===== src/hw/rtl/pdlb_pkg.sv =====
// ----------------------------------------------------------------------------
// pdlb_pkg
// Types and fixed widths shared by the partial-distance lower-bound unit.
// ----------------------------------------------------------------------------
package pdlb_pkg;

    localparam int COORD_W = 16;               // signed Q8.8 coordinate
    localparam int SPLIT_W = 11;               // split_dim register
    localparam int SUM_W   = 44;               // diff_sum and result
    localparam int NORM_W  = 42;               // tail norms
    localparam int DSQ_W   = 32;               // square of a coordinate difference
    localparam int CSQ_W   = 31;               // square of one coordinate
    localparam int HALF_W  = NORM_W / 2;       // multiplier operand chunk
    localparam int PROD_W  = 2 * NORM_W;       // norm product
    localparam int ROOT_W  = NORM_W;           // root of the norm product
    localparam int REM_W   = ROOT_W + 2;       // square-root remainder
    localparam int TERM_W  = NORM_W + 1;       // na + nb - 2 * root
    localparam int CNT_W   = $clog2(ROOT_W);   // step counter
    localparam int S_DATA_W = 2 * COORD_W;
    localparam int M_DATA_W = ((SUM_W + 7) / 8) * 8;

    typedef enum logic [2:0] {
        ST_ACCUM,
        ST_DRAIN,
        ST_MUL,
        ST_ROOT,
        ST_TERM,
        ST_FINAL
    } pdlb_state_t;

    typedef struct packed {
        logic take;       // input transaction this cycle
        logic clr_root;   // clear product, remainder and root
        logic cnt_clr;    // restart step counter
        logic mul_step;   // add one partial product
        logic root_step;  // one bit of the square root
        logic term;       // form na + nb - 2 * root
        logic finish;     // load result, clear vector state
    } pdlb_cmd_t;

    typedef struct packed {
        logic mul_last;
        logic root_last;
        logic out_free;
    } pdlb_stat_t;

endpackage


===== src/hw/rtl/pdlb_ctrl.sv =====
// ----------------------------------------------------------------------------
// pdlb_ctrl
// Sequencer: streams coordinate pairs, then runs multiply, root and result.
// ----------------------------------------------------------------------------
module pdlb_ctrl (
    input  logic                aclk,
    input  logic                aresetn,
    input  logic                s_tvalid,
    input  logic                s_tlast,
    output logic                s_tready,
    input  pdlb_pkg::pdlb_stat_t stat,
    output pdlb_pkg::pdlb_cmd_t  cmd
);
    import pdlb_pkg::*;

    pdlb_state_t state_reg;
    pdlb_state_t state_next;

    always_ff @(posedge aclk) begin
        if (!aresetn) begin
            state_reg <= ST_ACCUM;
        end else begin
            state_reg <= state_next;
        end
    end

    always_comb begin
        state_next = state_reg;
        unique case (state_reg)
            ST_ACCUM: begin
                if (s_tvalid && s_tlast) begin
                    state_next = ST_DRAIN;
                end
            end
            ST_DRAIN: begin
                state_next = ST_MUL;
            end
            ST_MUL: begin
                if (stat.mul_last) begin
                    state_next = ST_ROOT;
                end
            end
            ST_ROOT: begin
                if (stat.root_last) begin
                    state_next = ST_TERM;
                end
            end
            ST_TERM: begin
                state_next = ST_FINAL;
            end
            ST_FINAL: begin
                if (stat.out_free) begin
                    state_next = ST_ACCUM;
                end
            end
            default: begin
                state_next = ST_ACCUM;
            end
        endcase
    end

    always_comb begin
        s_tready      = 1'b0;
        cmd           = '0;
        unique case (state_reg)
            ST_ACCUM: begin
                s_tready = 1'b1;
                cmd.take = s_tvalid;
            end
            ST_DRAIN: begin
                cmd.clr_root = 1'b1;
                cmd.cnt_clr  = 1'b1;
            end
            ST_MUL: begin
                cmd.mul_step = 1'b1;
                cmd.cnt_clr  = stat.mul_last;
            end
            ST_ROOT: begin
                cmd.root_step = 1'b1;
            end
            ST_TERM: begin
                cmd.term = 1'b1;
            end
            ST_FINAL: begin
                cmd.finish = stat.out_free;
            end
            default: begin
                cmd = '0;
            end
        endcase
    end

endmodule


===== src/hw/rtl/pdlb_datapath.sv =====
// ----------------------------------------------------------------------------
// pdlb_datapath
// Squares, saturating sums, chunked norm product, bit-serial root, result.
// ----------------------------------------------------------------------------
module pdlb_datapath #(
    parameter int MAX_DIM = 1024
) (
    input  logic                                aclk,
    input  logic                                aresetn,
    input  logic                                cfg_valid,
    input  logic [pdlb_pkg::SPLIT_W-1:0]        cfg_data,
    input  logic [pdlb_pkg::S_DATA_W-1:0]       s_tdata,
    input  pdlb_pkg::pdlb_cmd_t                 cmd,
    output pdlb_pkg::pdlb_stat_t                stat,
    input  logic                                m_tready,
    output logic                                m_tvalid,
    output logic [pdlb_pkg::M_DATA_W-1:0]       m_tdata
);
    import pdlb_pkg::*;

    localparam int PW = $clog2(MAX_DIM + 1);
    localparam int CW = (PW > SPLIT_W) ? PW : SPLIT_W;
    localparam logic [SUM_W-1:0]  SUM_MAX  = '1;
    localparam logic [NORM_W-1:0] NORM_MAX = '1;

    logic [SPLIT_W-1:0] split_reg;
    logic [PW-1:0]      pos_reg;
    logic               sq_vld_reg;
    logic               sq_tail_reg;
    logic [DSQ_W-1:0]   sq_diff_reg;
    logic [CSQ_W-1:0]   sq_a_reg;
    logic [CSQ_W-1:0]   sq_b_reg;
    logic [SUM_W-1:0]   diff_sum_reg;
    logic [NORM_W-1:0]  norm_a_reg;
    logic [NORM_W-1:0]  norm_b_reg;
    logic [PROD_W-1:0]  prod_reg;
    logic [PROD_W-1:0]  prod_next;
    logic [REM_W-1:0]   rem_reg;
    logic [REM_W-1:0]   rem_next;
    logic [ROOT_W-1:0]  root_reg;
    logic [ROOT_W-1:0]  root_next;
    logic [CNT_W-1:0]   cnt_reg;
    logic [TERM_W-1:0]  term_reg;
    logic [TERM_W-1:0]  term_next;
    logic               out_vld_reg;
    logic [SUM_W-1:0]   out_reg;
    logic [SUM_W-1:0]   out_next;

    logic signed [COORD_W-1:0]   a_in;
    logic signed [COORD_W-1:0]   b_in;
    logic signed [COORD_W:0]     d_in;
    logic signed [2*COORD_W+1:0] d_sq;
    logic signed [2*COORD_W-1:0] a_sq;
    logic signed [2*COORD_W-1:0] b_sq;
    logic                        in_head;

    logic [SUM_W:0]            diff_sum_add;
    logic [NORM_W:0]           norm_a_add;
    logic [NORM_W:0]           norm_b_add;
    logic [HALF_W-1:0]         mul_a;
    logic [HALF_W-1:0]         mul_b;
    logic [2*HALF_W-1:0]       mul_pp;
    logic [PROD_W-1:0]         mul_pp_sh;
    logic [REM_W+1:0]          rem_sh;
    logic [REM_W+1:0]          trial;
    logic [TERM_W-1:0]         norm_sum;
    logic [TERM_W-1:0]         twice_root;
    logic [SUM_W:0]            final_add;

    // ---- input squares, one multiplier per lane ----
    assign a_in = s_tdata[COORD_W-1:0];
    assign b_in = s_tdata[2*COORD_W-1:COORD_W];
    assign d_in = {a_in[COORD_W-1], a_in} - {b_in[COORD_W-1], b_in};
    assign d_sq = d_in * d_in;
    assign a_sq = a_in * a_in;
    assign b_sq = b_in * b_in;
    assign in_head = CW'(pos_reg) < CW'(split_reg);

    always_ff @(posedge aclk) begin
        if (!aresetn) begin
            split_reg <= '0;
        end else if (cfg_valid) begin
            split_reg <= cfg_data;
        end
    end

    always_ff @(posedge aclk) begin
        if (!aresetn) begin
            pos_reg    <= '0;
            sq_vld_reg <= 1'b0;
        end else begin
            sq_vld_reg <= cmd.take;
            if (cmd.finish) begin
                pos_reg <= '0;
            end else if (cmd.take && (pos_reg != PW'(MAX_DIM))) begin
                pos_reg <= pos_reg + 1'b1;
            end
        end
    end

    always_ff @(posedge aclk) begin
        if (cmd.take) begin
            sq_tail_reg <= !in_head;
            sq_diff_reg <= d_sq[DSQ_W-1:0];
            sq_a_reg    <= a_sq[CSQ_W-1:0];
            sq_b_reg    <= b_sq[CSQ_W-1:0];
        end
    end

    // ---- saturating accumulation, in the cycle after the squares ----
    assign diff_sum_add = {1'b0, diff_sum_reg} + (SUM_W + 1)'(sq_diff_reg);
    assign norm_a_add   = {1'b0, norm_a_reg} + (NORM_W + 1)'(sq_a_reg);
    assign norm_b_add   = {1'b0, norm_b_reg} + (NORM_W + 1)'(sq_b_reg);

    always_ff @(posedge aclk) begin
        if (!aresetn) begin
            diff_sum_reg <= '0;
            norm_a_reg   <= '0;
            norm_b_reg   <= '0;
        end else if (cmd.finish) begin
            diff_sum_reg <= '0;
            norm_a_reg   <= '0;
            norm_b_reg   <= '0;
        end else if (sq_vld_reg) begin
            if (sq_tail_reg) begin
                norm_a_reg <= norm_a_add[NORM_W] ? NORM_MAX : norm_a_add[NORM_W-1:0];
                norm_b_reg <= norm_b_add[NORM_W] ? NORM_MAX : norm_b_add[NORM_W-1:0];
            end else begin
                diff_sum_reg <= diff_sum_add[SUM_W] ? SUM_MAX : diff_sum_add[SUM_W-1:0];
            end
        end
    end

    // ---- norm product: four half-width partial products ----
    assign mul_a  = cnt_reg[1] ? norm_a_reg[NORM_W-1:HALF_W] : norm_a_reg[HALF_W-1:0];
    assign mul_b  = cnt_reg[0] ? norm_b_reg[NORM_W-1:HALF_W] : norm_b_reg[HALF_W-1:0];
    assign mul_pp = mul_a * mul_b;

    always_comb begin
        case (cnt_reg[1:0])
            2'd0:    mul_pp_sh = PROD_W'(mul_pp);
            2'd3:    mul_pp_sh = PROD_W'(mul_pp) << (2 * HALF_W);
            default: mul_pp_sh = PROD_W'(mul_pp) << HALF_W;
        endcase
    end

    // ---- restoring square root, two radicand bits per step ----
    assign rem_sh = {rem_reg, prod_reg[PROD_W-1 -: 2]};
    assign trial  = {2'b00, root_reg, 2'b01};

    always_comb begin
        prod_next = prod_reg;
        rem_next  = rem_reg;
        root_next = root_reg;
        if (cmd.clr_root) begin
            prod_next = '0;
            rem_next  = '0;
            root_next = '0;
        end else if (cmd.mul_step) begin
            prod_next = prod_reg + mul_pp_sh;
        end else if (cmd.root_step) begin
            prod_next = prod_reg << 2;
            if (rem_sh >= trial) begin
                rem_next  = REM_W'(rem_sh - trial);
                root_next = {root_reg[ROOT_W-2:0], 1'b1};
            end else begin
                rem_next  = rem_sh[REM_W-1:0];
                root_next = {root_reg[ROOT_W-2:0], 1'b0};
            end
        end
    end

    always_ff @(posedge aclk) begin
        prod_reg <= prod_next;
        rem_reg  <= rem_next;
        root_reg <= root_next;
    end

    always_ff @(posedge aclk) begin
        if (!aresetn) begin
            cnt_reg <= '0;
        end else if (cmd.cnt_clr) begin
            cnt_reg <= '0;
        end else if (cmd.mul_step || cmd.root_step) begin
            cnt_reg <= cnt_reg + 1'b1;
        end
    end

    // ---- na + nb - 2 * root, clamped at zero ----
    assign norm_sum   = {1'b0, norm_a_reg} + {1'b0, norm_b_reg};
    assign twice_root = {root_reg, 1'b0};
    assign term_next  = (norm_sum > twice_root) ? (norm_sum - twice_root) : '0;

    always_ff @(posedge aclk) begin
        if (cmd.term) begin
            term_reg <= term_next;
        end
    end

    // ---- result register ----
    assign final_add = {1'b0, diff_sum_reg} + (SUM_W + 1)'(term_reg);
    assign out_next  = final_add[SUM_W] ? SUM_MAX : final_add[SUM_W-1:0];

    always_ff @(posedge aclk) begin
        if (!aresetn) begin
            out_vld_reg <= 1'b0;
        end else if (cmd.finish) begin
            out_vld_reg <= 1'b1;
        end else if (m_tready) begin
            out_vld_reg <= 1'b0;
        end
    end

    always_ff @(posedge aclk) begin
        if (cmd.finish) begin
            out_reg <= out_next;
        end
    end

    assign stat.mul_last  = (cnt_reg[1:0] == 2'd3);
    assign stat.root_last = (cnt_reg == CNT_W'(ROOT_W - 1));
    assign stat.out_free  = !out_vld_reg || m_tready;

    assign m_tvalid = out_vld_reg;
    assign m_tdata  = M_DATA_W'(out_reg);

endmodule


===== src/hw/rtl/partial_distance_lower_bound_unit.sv =====
// ----------------------------------------------------------------------------
// partial_distance_lower_bound_unit
// Streams coordinate pairs of two vectors and returns a lower bound on their
// squared distance: exact head differences plus a norm bound over the tail.
//
//   channel  dir  width  contents
//   s_       in   32     coord_a, coord_b; tlast = last_coord
//   m_       out  48     lower_bound (44 bits, zero padded)
//   cfg_     in   11     split_dim
//
// Pairs are taken one per cycle while not stalled. After the pair marked last,
// input stalls through the last accumulate, 4 partial products of the norm
// product, 42 bit-serial square-root steps, the norm term and the result load.
// The result register lets the next vector stream while a result waits; a
// second finish holds until it has been taken. cfg_ready is always high.
// Reset is synchronous, active low; split_dim and all sums clear to zero.
// ----------------------------------------------------------------------------
module partial_distance_lower_bound_unit #(
    parameter int MAX_DIM = 1024
) (
    input  logic                                aclk,
    input  logic                                aresetn,
    input  logic                                cfg_valid,
    output logic                                cfg_ready,
    input  logic [pdlb_pkg::SPLIT_W-1:0]        cfg_data,   // split_dim
    input  logic                                s_tvalid,
    output logic                                s_tready,
    input  logic [pdlb_pkg::S_DATA_W-1:0]       s_tdata,    // coord_a, coord_b
    input  logic                                s_tlast,
    output logic                                m_tvalid,
    input  logic                                m_tready,
    output logic [pdlb_pkg::M_DATA_W-1:0]       m_tdata     // lower_bound, pad
);
    import pdlb_pkg::*;

    pdlb_cmd_t  cmd;
    pdlb_stat_t stat;

    assign cfg_ready = 1'b1;

    pdlb_ctrl u_ctrl (
        .aclk     (aclk),
        .aresetn  (aresetn),
        .s_tvalid (s_tvalid),
        .s_tlast  (s_tlast),
        .s_tready (s_tready),
        .stat     (stat),
        .cmd      (cmd)
    );

    pdlb_datapath #(
        .MAX_DIM (MAX_DIM)
    ) u_datapath (
        .aclk      (aclk),
        .aresetn   (aresetn),
        .cfg_valid (cfg_valid),
        .cfg_data  (cfg_data),
        .s_tdata   (s_tdata),
        .cmd       (cmd),
        .stat      (stat),
        .m_tready  (m_tready),
        .m_tvalid  (m_tvalid),
        .m_tdata   (m_tdata)
    );

`ifndef SYNTHESIS
    // a closing pair must stall the stream while the bound is formed
    assert property (@(posedge aclk) disable iff (!aresetn)
        (s_tvalid && s_tready && s_tlast) |=> !s_tready)
        else $error("input accepted straight after a closing pair");

    // a fresh result is only loaded while the stream is held off
    assert property (@(posedge aclk) disable iff (!aresetn)
        $rose(m_tvalid) |-> $past(!s_tready))
        else $error("result appeared while streaming");

    // take, step, term and finish commands are mutually exclusive
    assert property (@(posedge aclk) disable iff (!aresetn)
        $onehot0({cmd.take, cmd.mul_step, cmd.root_step, cmd.term, cmd.finish}))
        else $error("overlapping datapath commands");
`endif

endmodule

===== config.mk =====
export PLATFORM = sky130hd
export DESIGN_NAME = partial_distance_lower_bound_unit
export DESIGN_NICKNAME = d
export VERILOG_FILES = /design/src/hw/rtl/pdlb_pkg.sv /design/src/hw/rtl/pdlb_ctrl.sv /design/src/hw/rtl/pdlb_datapath.sv /design/src/hw/rtl/partial_distance_lower_bound_unit.sv
export SDC_FILE = /design/constraint.sdc
export NUM_CORES = 2
export LEC_CHECK = 0
export ABC_AREA = 1
export BUFFER_PORTS_ARGS = -buffer_cell sky130_fd_sc_hd__buf_2
export CAP_MARGIN = 20
export CORE_UTILIZATION = 60
export CTS_CLUSTER_SIZE = 10
export DETAILED_ROUTE_END_ITERATION = 8
export PLACE_DENSITY = 0.79
export SLEW_MARGIN = 10
export SYNTH_ARGS = -nofsm -noshare
export SYNTH_HDL_FRONTEND = slang
export SYNTH_SLANG_ARGS = --single-unit

===== constraint.sdc =====
create_clock -name aclk -period 8 [get_ports aclk]
set_input_delay 1.2 -clock aclk [delete_from_list [all_inputs] [get_ports aclk]]
set_output_delay 1.2 -clock aclk [all_outputs]
set_load 0.03 [all_outputs]

## Word level (Yosys, flattened, before mapping)

Index checks and enable logic that the tools add are counted.

- Bits in registers: 513

- Multiply operators: 4
- Equality and inequality tests: 12
- Order comparisons: 3
- Add/subtract/negate cells: 11
- Mux-type cells: 25
- Reductions and logical operators: 16
- Bitwise gates (word level): 3

Operators with widths:

| kind | count |
|---|---|
| 84-bit two-way mux | 2 |
| 84-bit case mux with 2 select lines | 1 |
| 44-bit two-way mux | 2 |
| 42-bit by 31-bit adder with 43-bit output | 2 |
| 84-bit adder | 1 |
| 42-bit two-way mux | 2 |
| 16-bit by 16-bit multiplier with 31-bit output | 2 |
| 46-bit by 44-bit >= comparator with 1-bit output | 1 |
| 44-bit by 32-bit adder with 45-bit output | 1 |
| 44-bit by 43-bit adder with 45-bit output | 1 |
| 44-bit subtractor | 1 |
| 42-bit by 42-bit adder with 43-bit output | 1 |
| 43-bit > comparator | 1 |
| 43-bit subtractor | 1 |
| 21-bit by 21-bit multiplier with 42-bit output | 1 |
| 21-bit two-way mux | 2 |
| 17-bit by 17-bit multiplier with 32-bit output | 1 |
| 3-bit case mux with 6 select lines | 1 |
| 16-bit by 16-bit subtractor with 17-bit output | 1 |
| 3-bit two-way mux | 4 |
| 11-bit by 1-bit adder with 11-bit output (second input constant) | 1 |
| 11-bit less-than comparator | 1 |
| 11-bit inequality test (second input constant) | 1 |
| 1-bit two-way mux | 10 |
| 19 further kinds | 32 |

## Longest topological paths before layout

- Depth after elaboration: 5
- Gate-level depth with buffers: 51
- Depth with buffers taken out: 49

## Hierarchy

Synthesis repeated with hierarchy kept, for this count alone.

- Cells, all modules: 11974
- Area total of the unflattened synthesis: 86629.3 µm²

By module, submodules not included:

| module | times used | seq. area each (µm²) | area an instance (µm²) | cells each |
|---|---|---|---|---|
| pdlb_datapath | 1 | 11941.5 | 86361.6 | 11923 |
| pdlb_ctrl | 1 | 60.1 | 256.5 | 49 |
| partial_distance_lower_bound_unit | 1 | 0.0 | 11.3 | 2 |

## Least setup slack after synthesis

OpenSTA, ideal clock, no wires.

- Kind: flip-flop to flip-flop
- From: reg u_datapath.cnt_reg[0]
- To: reg u_datapath.prod_reg[54]
- Period minus slack after synthesis: 8.627 ns
- Library setup time: 0.132 ns
- Data required time: 7.868 ns
- Slack: -0.627 ns
- Cell stages (with the launch flop): 44
- Arrival: 8.494 ns
- Buffers on the path: 2
- Cells stage by stage: dfxtp_1 > inv_1 > clkbuf_1 > or2_2 > o21ai_1 > clkbuf_1 > nor2_1 > fa_1 > fa_1 > inv_1 > fa_1 > inv_1 > fa_1 > inv_1 > fa_1 > inv_1 > fa_1 > inv_1 > [8 not listed] > o21bai_2 > a21boi_1 > o21ai_1 > nand2_1 > nand3_1 > nand3_1 > nand2_1 > ha_1 > a21oi_1 > o21ai_0 > a21oi_1 > a21boi_0 > nor2_1 > nor2_1 > a21oi_1 > nand3b_1 > nand2_1 > a21oi_1

- Longest elaborated chain between the ends: 5
- Elaborated cells on any way between the ends: 7
- Those cells by class: add/sub: 1; mul: 1; eq/ne: 1; mux: 3; reduce/logical: 1

Ends and longest elaborated chain:

| what | line | source |
|---|---|---|
| start: declaration | pdlb_datapath.sv:42 | `logic [CNT_W-1:0] cnt_reg;` |
| start signal: assignment | pdlb_datapath.sv:185 | `cnt_reg <= cnt_reg + 1'b1;` |
| 21-bit two-way mux | pdlb_datapath.sv:136 | `assign mul_b = cnt_reg[0] ? norm_b_reg[NORM_W-1:HALF_W] : norm_b_reg[HALF_W-1:0];` |
| 21-bit by 21-bit multiplier with 42-bit output | pdlb_datapath.sv:137 | `assign mul_pp = mul_a * mul_b;` |
| 84-bit case mux with 2 select lines * | pdlb_datapath.sv:140 | `case (cnt_reg[1:0])` |
| 84-bit adder * | pdlb_datapath.sv:160 | `prod_next = prod_reg + mul_pp_sh;` |
| 84-bit two-way mux * | pdlb_datapath.sv:159 | `end else if (cmd.mul_step) begin` |
| end signal: assignment | pdlb_datapath.sv:174 | `prod_reg <= prod_next;` |
| end: declaration | pdlb_datapath.sv:36 | `logic [PROD_W-1:0] prod_reg;` |

Mark *: on every way between the ends. The rest lies on a longest branch, timed or not.
A chain may end at the register's enable or synchronous reset.

## Worst setup path in the final report

- From: reg u_datapath.cnt_reg[0]
- To: reg u_datapath.prod_reg[78]

Same word-level chain as after synthesis.

==> reports/summary.txt <==
outcome = finished with violations
failing checks = DRC, setup timing
R2R depth = 43
worst skew pair latency = 0.69 ns
post-place setup slack = -1.50 ns
Die X = 379 microns
Rows = 138
clk sinks = 510
Avg WL per Cell = 20.6 microns
Crit Path Max Fanout = 5
Final setup viols = 72
port bufs = 94
worst reg2reg path endpoint = u_datapath.prod_reg[78]
gr usage total = 41.7%
GPL Wtd Cong = 1.06
first-pass GRT wire length = 464 mm
CORE AREA = 141,000 sq um
yosys warns = 0
CTS tree = done
vias in the first global route = 84,700
initial antenna violation count = 8
Die Area = 144,000 sq um
syn avg cell area = 7.35 sq um
Placed Cells = 14,500
IO Count = 100
Yosys cell types = 69
initial drt markers = 8,248
Max Freq = 0.112 GHz
Post-DP HPWL = 250 mm
Reg clk slew, reported paths = 0.06 ns
CP Capture Type = flip-flop
fin nets = 14,800
most frequent cells in the layout = inv_1 (2,298), nand2_1 (2,083), buf_4 (1,261)
worst hold endpoint = u_datapath.split_reg[5]
reg2reg setup slack = -0.92 ns
final WL = 307 mm
netlist area before placement = 85,400 sq um
root buf cell = clkbuf_16
met1 Use GR = 53.7%
slew margin rel. = 26.8%
hold_sp = u_datapath.split_reg[5]
max-cap viol count = 0
min cycle time layout = 8.92 ns
Gate Count Post-Synth = 11,600
Critical R2R Launch = u_datapath.cnt_reg[0]
WS Path Type = flip-flop to flip-flop
clock skew = 0.0422 ns
number of failing hold endpoints at the final stage = 0
Seq cells post-synth = 510
Final period util = 112%
Initial Util = 60.4%
area grow syn2layout = 24.7%
post-synthesis sequential area ratio = 14.0%
final worst slack = -0.924 ns
worst slew pin tran = 1.10 ns
layout cells sized above 1 = 21.9%
commonest non-fill, non-tap cell in the layout = inv_1
Slowest cell on crit path = fa_1
most used cell, CP = fa_1
Worst Hold Slack = 0.470 ns
Hold Path Class = flip-flop to flip-flop
vias = 85,400
Largest stage delay, worst path = 0.58 ns
CTS max path bufs = 3
GRT busiest layer = met2
Cells on Worst Hold Path = 2
Pre-antenna DRT Iters = 8
critical path data required time = 8.51 ns
pin count of the biggest net entering global routing = 97
met2 usage = 67.0%
met3 Usage GRT = 8.21%
max-slew violations = 0
max reg flops = 84
Die Ht = 379 microns
TritonCTS buffer count = 69
RSZ-0062 raised after global routing = true
DRC Markers = 2
gr ovfl total = 0
H-tree depth = 3
Worst EP arrival = 9.44 ns
Routed Antenna Nets = 0
non-filler cells, final = 14,900
DR vias/cell = 5.74
crit path launch type = flip-flop
[logic make-up (layout without fill, tap and decap cells)]
group / Yosys count / in the layout / share of synthesized area [%]
compound gates: 1943 / 1943 / 13.1
flops: 510 / 510 / 14.0
fa+ha+maj: 1857 / 1857 / 36.8
buf+inv: 2749 / 4118 / 12.3
xor+xnor: 392 / 392 / 4.02
simple gates: 4168 / 4168 / 19.8
other cells: 2 / 6 / 0.00879
[cell type report]
| cell class | count | area (sq um) |
|---|---|---|
| antenna | 1 | 2.50 |
| clock buffer | 105 | 1950 |
| clock inverter | 18 | 280 |
| fill | 10500 | 34900 |
| inverter | 2470 | 9370 |
| multi-input combinational | 8365 | 68300 |
| sequential | 510 | 12000 |
| tap | 1890 | 2360 |
| timing repair buffer | 1525 | 12300 |
[layer usage]
layer  vias up  part of all wire, %
met3      1079                  9.7
met1     41100                   39
met5         -                0.058
met4        10                  6.3
li1      39000                    -
met2      4261                   45
[worst max path at each step]
stage,startpoint,endpoint,slack [ns],cells past startpoint
3_3_place_gp,u_datapath.cnt_reg[0],u_datapath.prod_reg[49],-1.57,39
4_1_cts,u_datapath.cnt_reg[0],u_datapath.prod_reg[82],-0.80,46
5_1_grt,u_datapath.cnt_reg[0],u_datapath.prod_reg[73],-1.25,49
2_1_floorplan,u_datapath.cnt_reg[0],u_datapath.prod_reg[42],0.002,49
3_5_place_dp,u_datapath.cnt_reg[0],u_datapath.prod_reg[49],-1.50,41
6_report,u_datapath.cnt_reg[0],u_datapath.prod_reg[78],-0.92,43
[Yosys cell counts, drive strengths merged]
library cell	n	share of area (%)
inv	2452	11
nand2	2267	10
nor2	1228	5.5
fa	1087	25
a21oi	827	5.0
ha	770	11
o21ai	618	3.7
nand3	361	2.2
dfxtp	331	7.8
xor2	223	2.3
clkbuf	221	0.97
edfxtp	179	6.3
xnor2	169	1.7
a31oi	120	0.95
nand4	95	0.70
nor3	88	0.52
o22ai	74	0.54
a21o	68	0.60
or2	66	0.48
o21bai	59	0.53
buf	58	0.45
o211ai	56	0.66
o21a	36	0.32
nor4	29	0.23
a21boi	27	0.25
clkinv	18	0.081
a211oi	14	0.12
nand3b	14	0.12
and3	13	0.095
o221ai	13	0.13
o31ai	7	0.062
a31o	6	0.062
a221oi	5	0.051
and2	4	0.029
o2111ai	4	0.041
o221a	3	0.040
a22oi	2	0.018
conb	2	0.0088
nor3b	2	0.018
o311ai	2	0.021
a2111oi	1	0.010
nor4b	1	0.010
o211a	1	0.012
[stage by stage]
| step | setup TNS, ns | instance area [sq um] | util, % |
|---|---|---|---|
| global placement | -89.65 | 96800 | 68.5 |
| CTS | -41.86 | 102000 | 71.9 |
| detailed placement | -94.10 | 96800 | 68.5 |
| floorplan | 0 | 86000 | - |
| global route | -70.91 | 107000 | 75.3 |
| finish | -48.21 | 107000 | 75.3 |
[worst max-delay path: cells and delay by family, from the launching register on]
family | cells | cell delay [ns]
adders and majority gates | 9 | 4.19
xor gates and xnor gates | 1 | 0.19
buffers and inverters | 14 | 1.53
and+or+nand+nor | 16 | 2.05
AOI/OAI and AO/OA | 3 | 0.40
DFF | 1 | 0.38
[timing repair]
action	CTS	global route
pin swaps	205	416
gates resized for setup	514	1022
buffers inserted	90	142
hold endpoints to repair	0	0
gates cloned	1	2
endpoints found under the setup margin	79	92
hold buffers	0	0
Power is left out: the tool's default activity adds up to more than one toggle a clock period on the data nets, which glitch-free logic cannot reach.
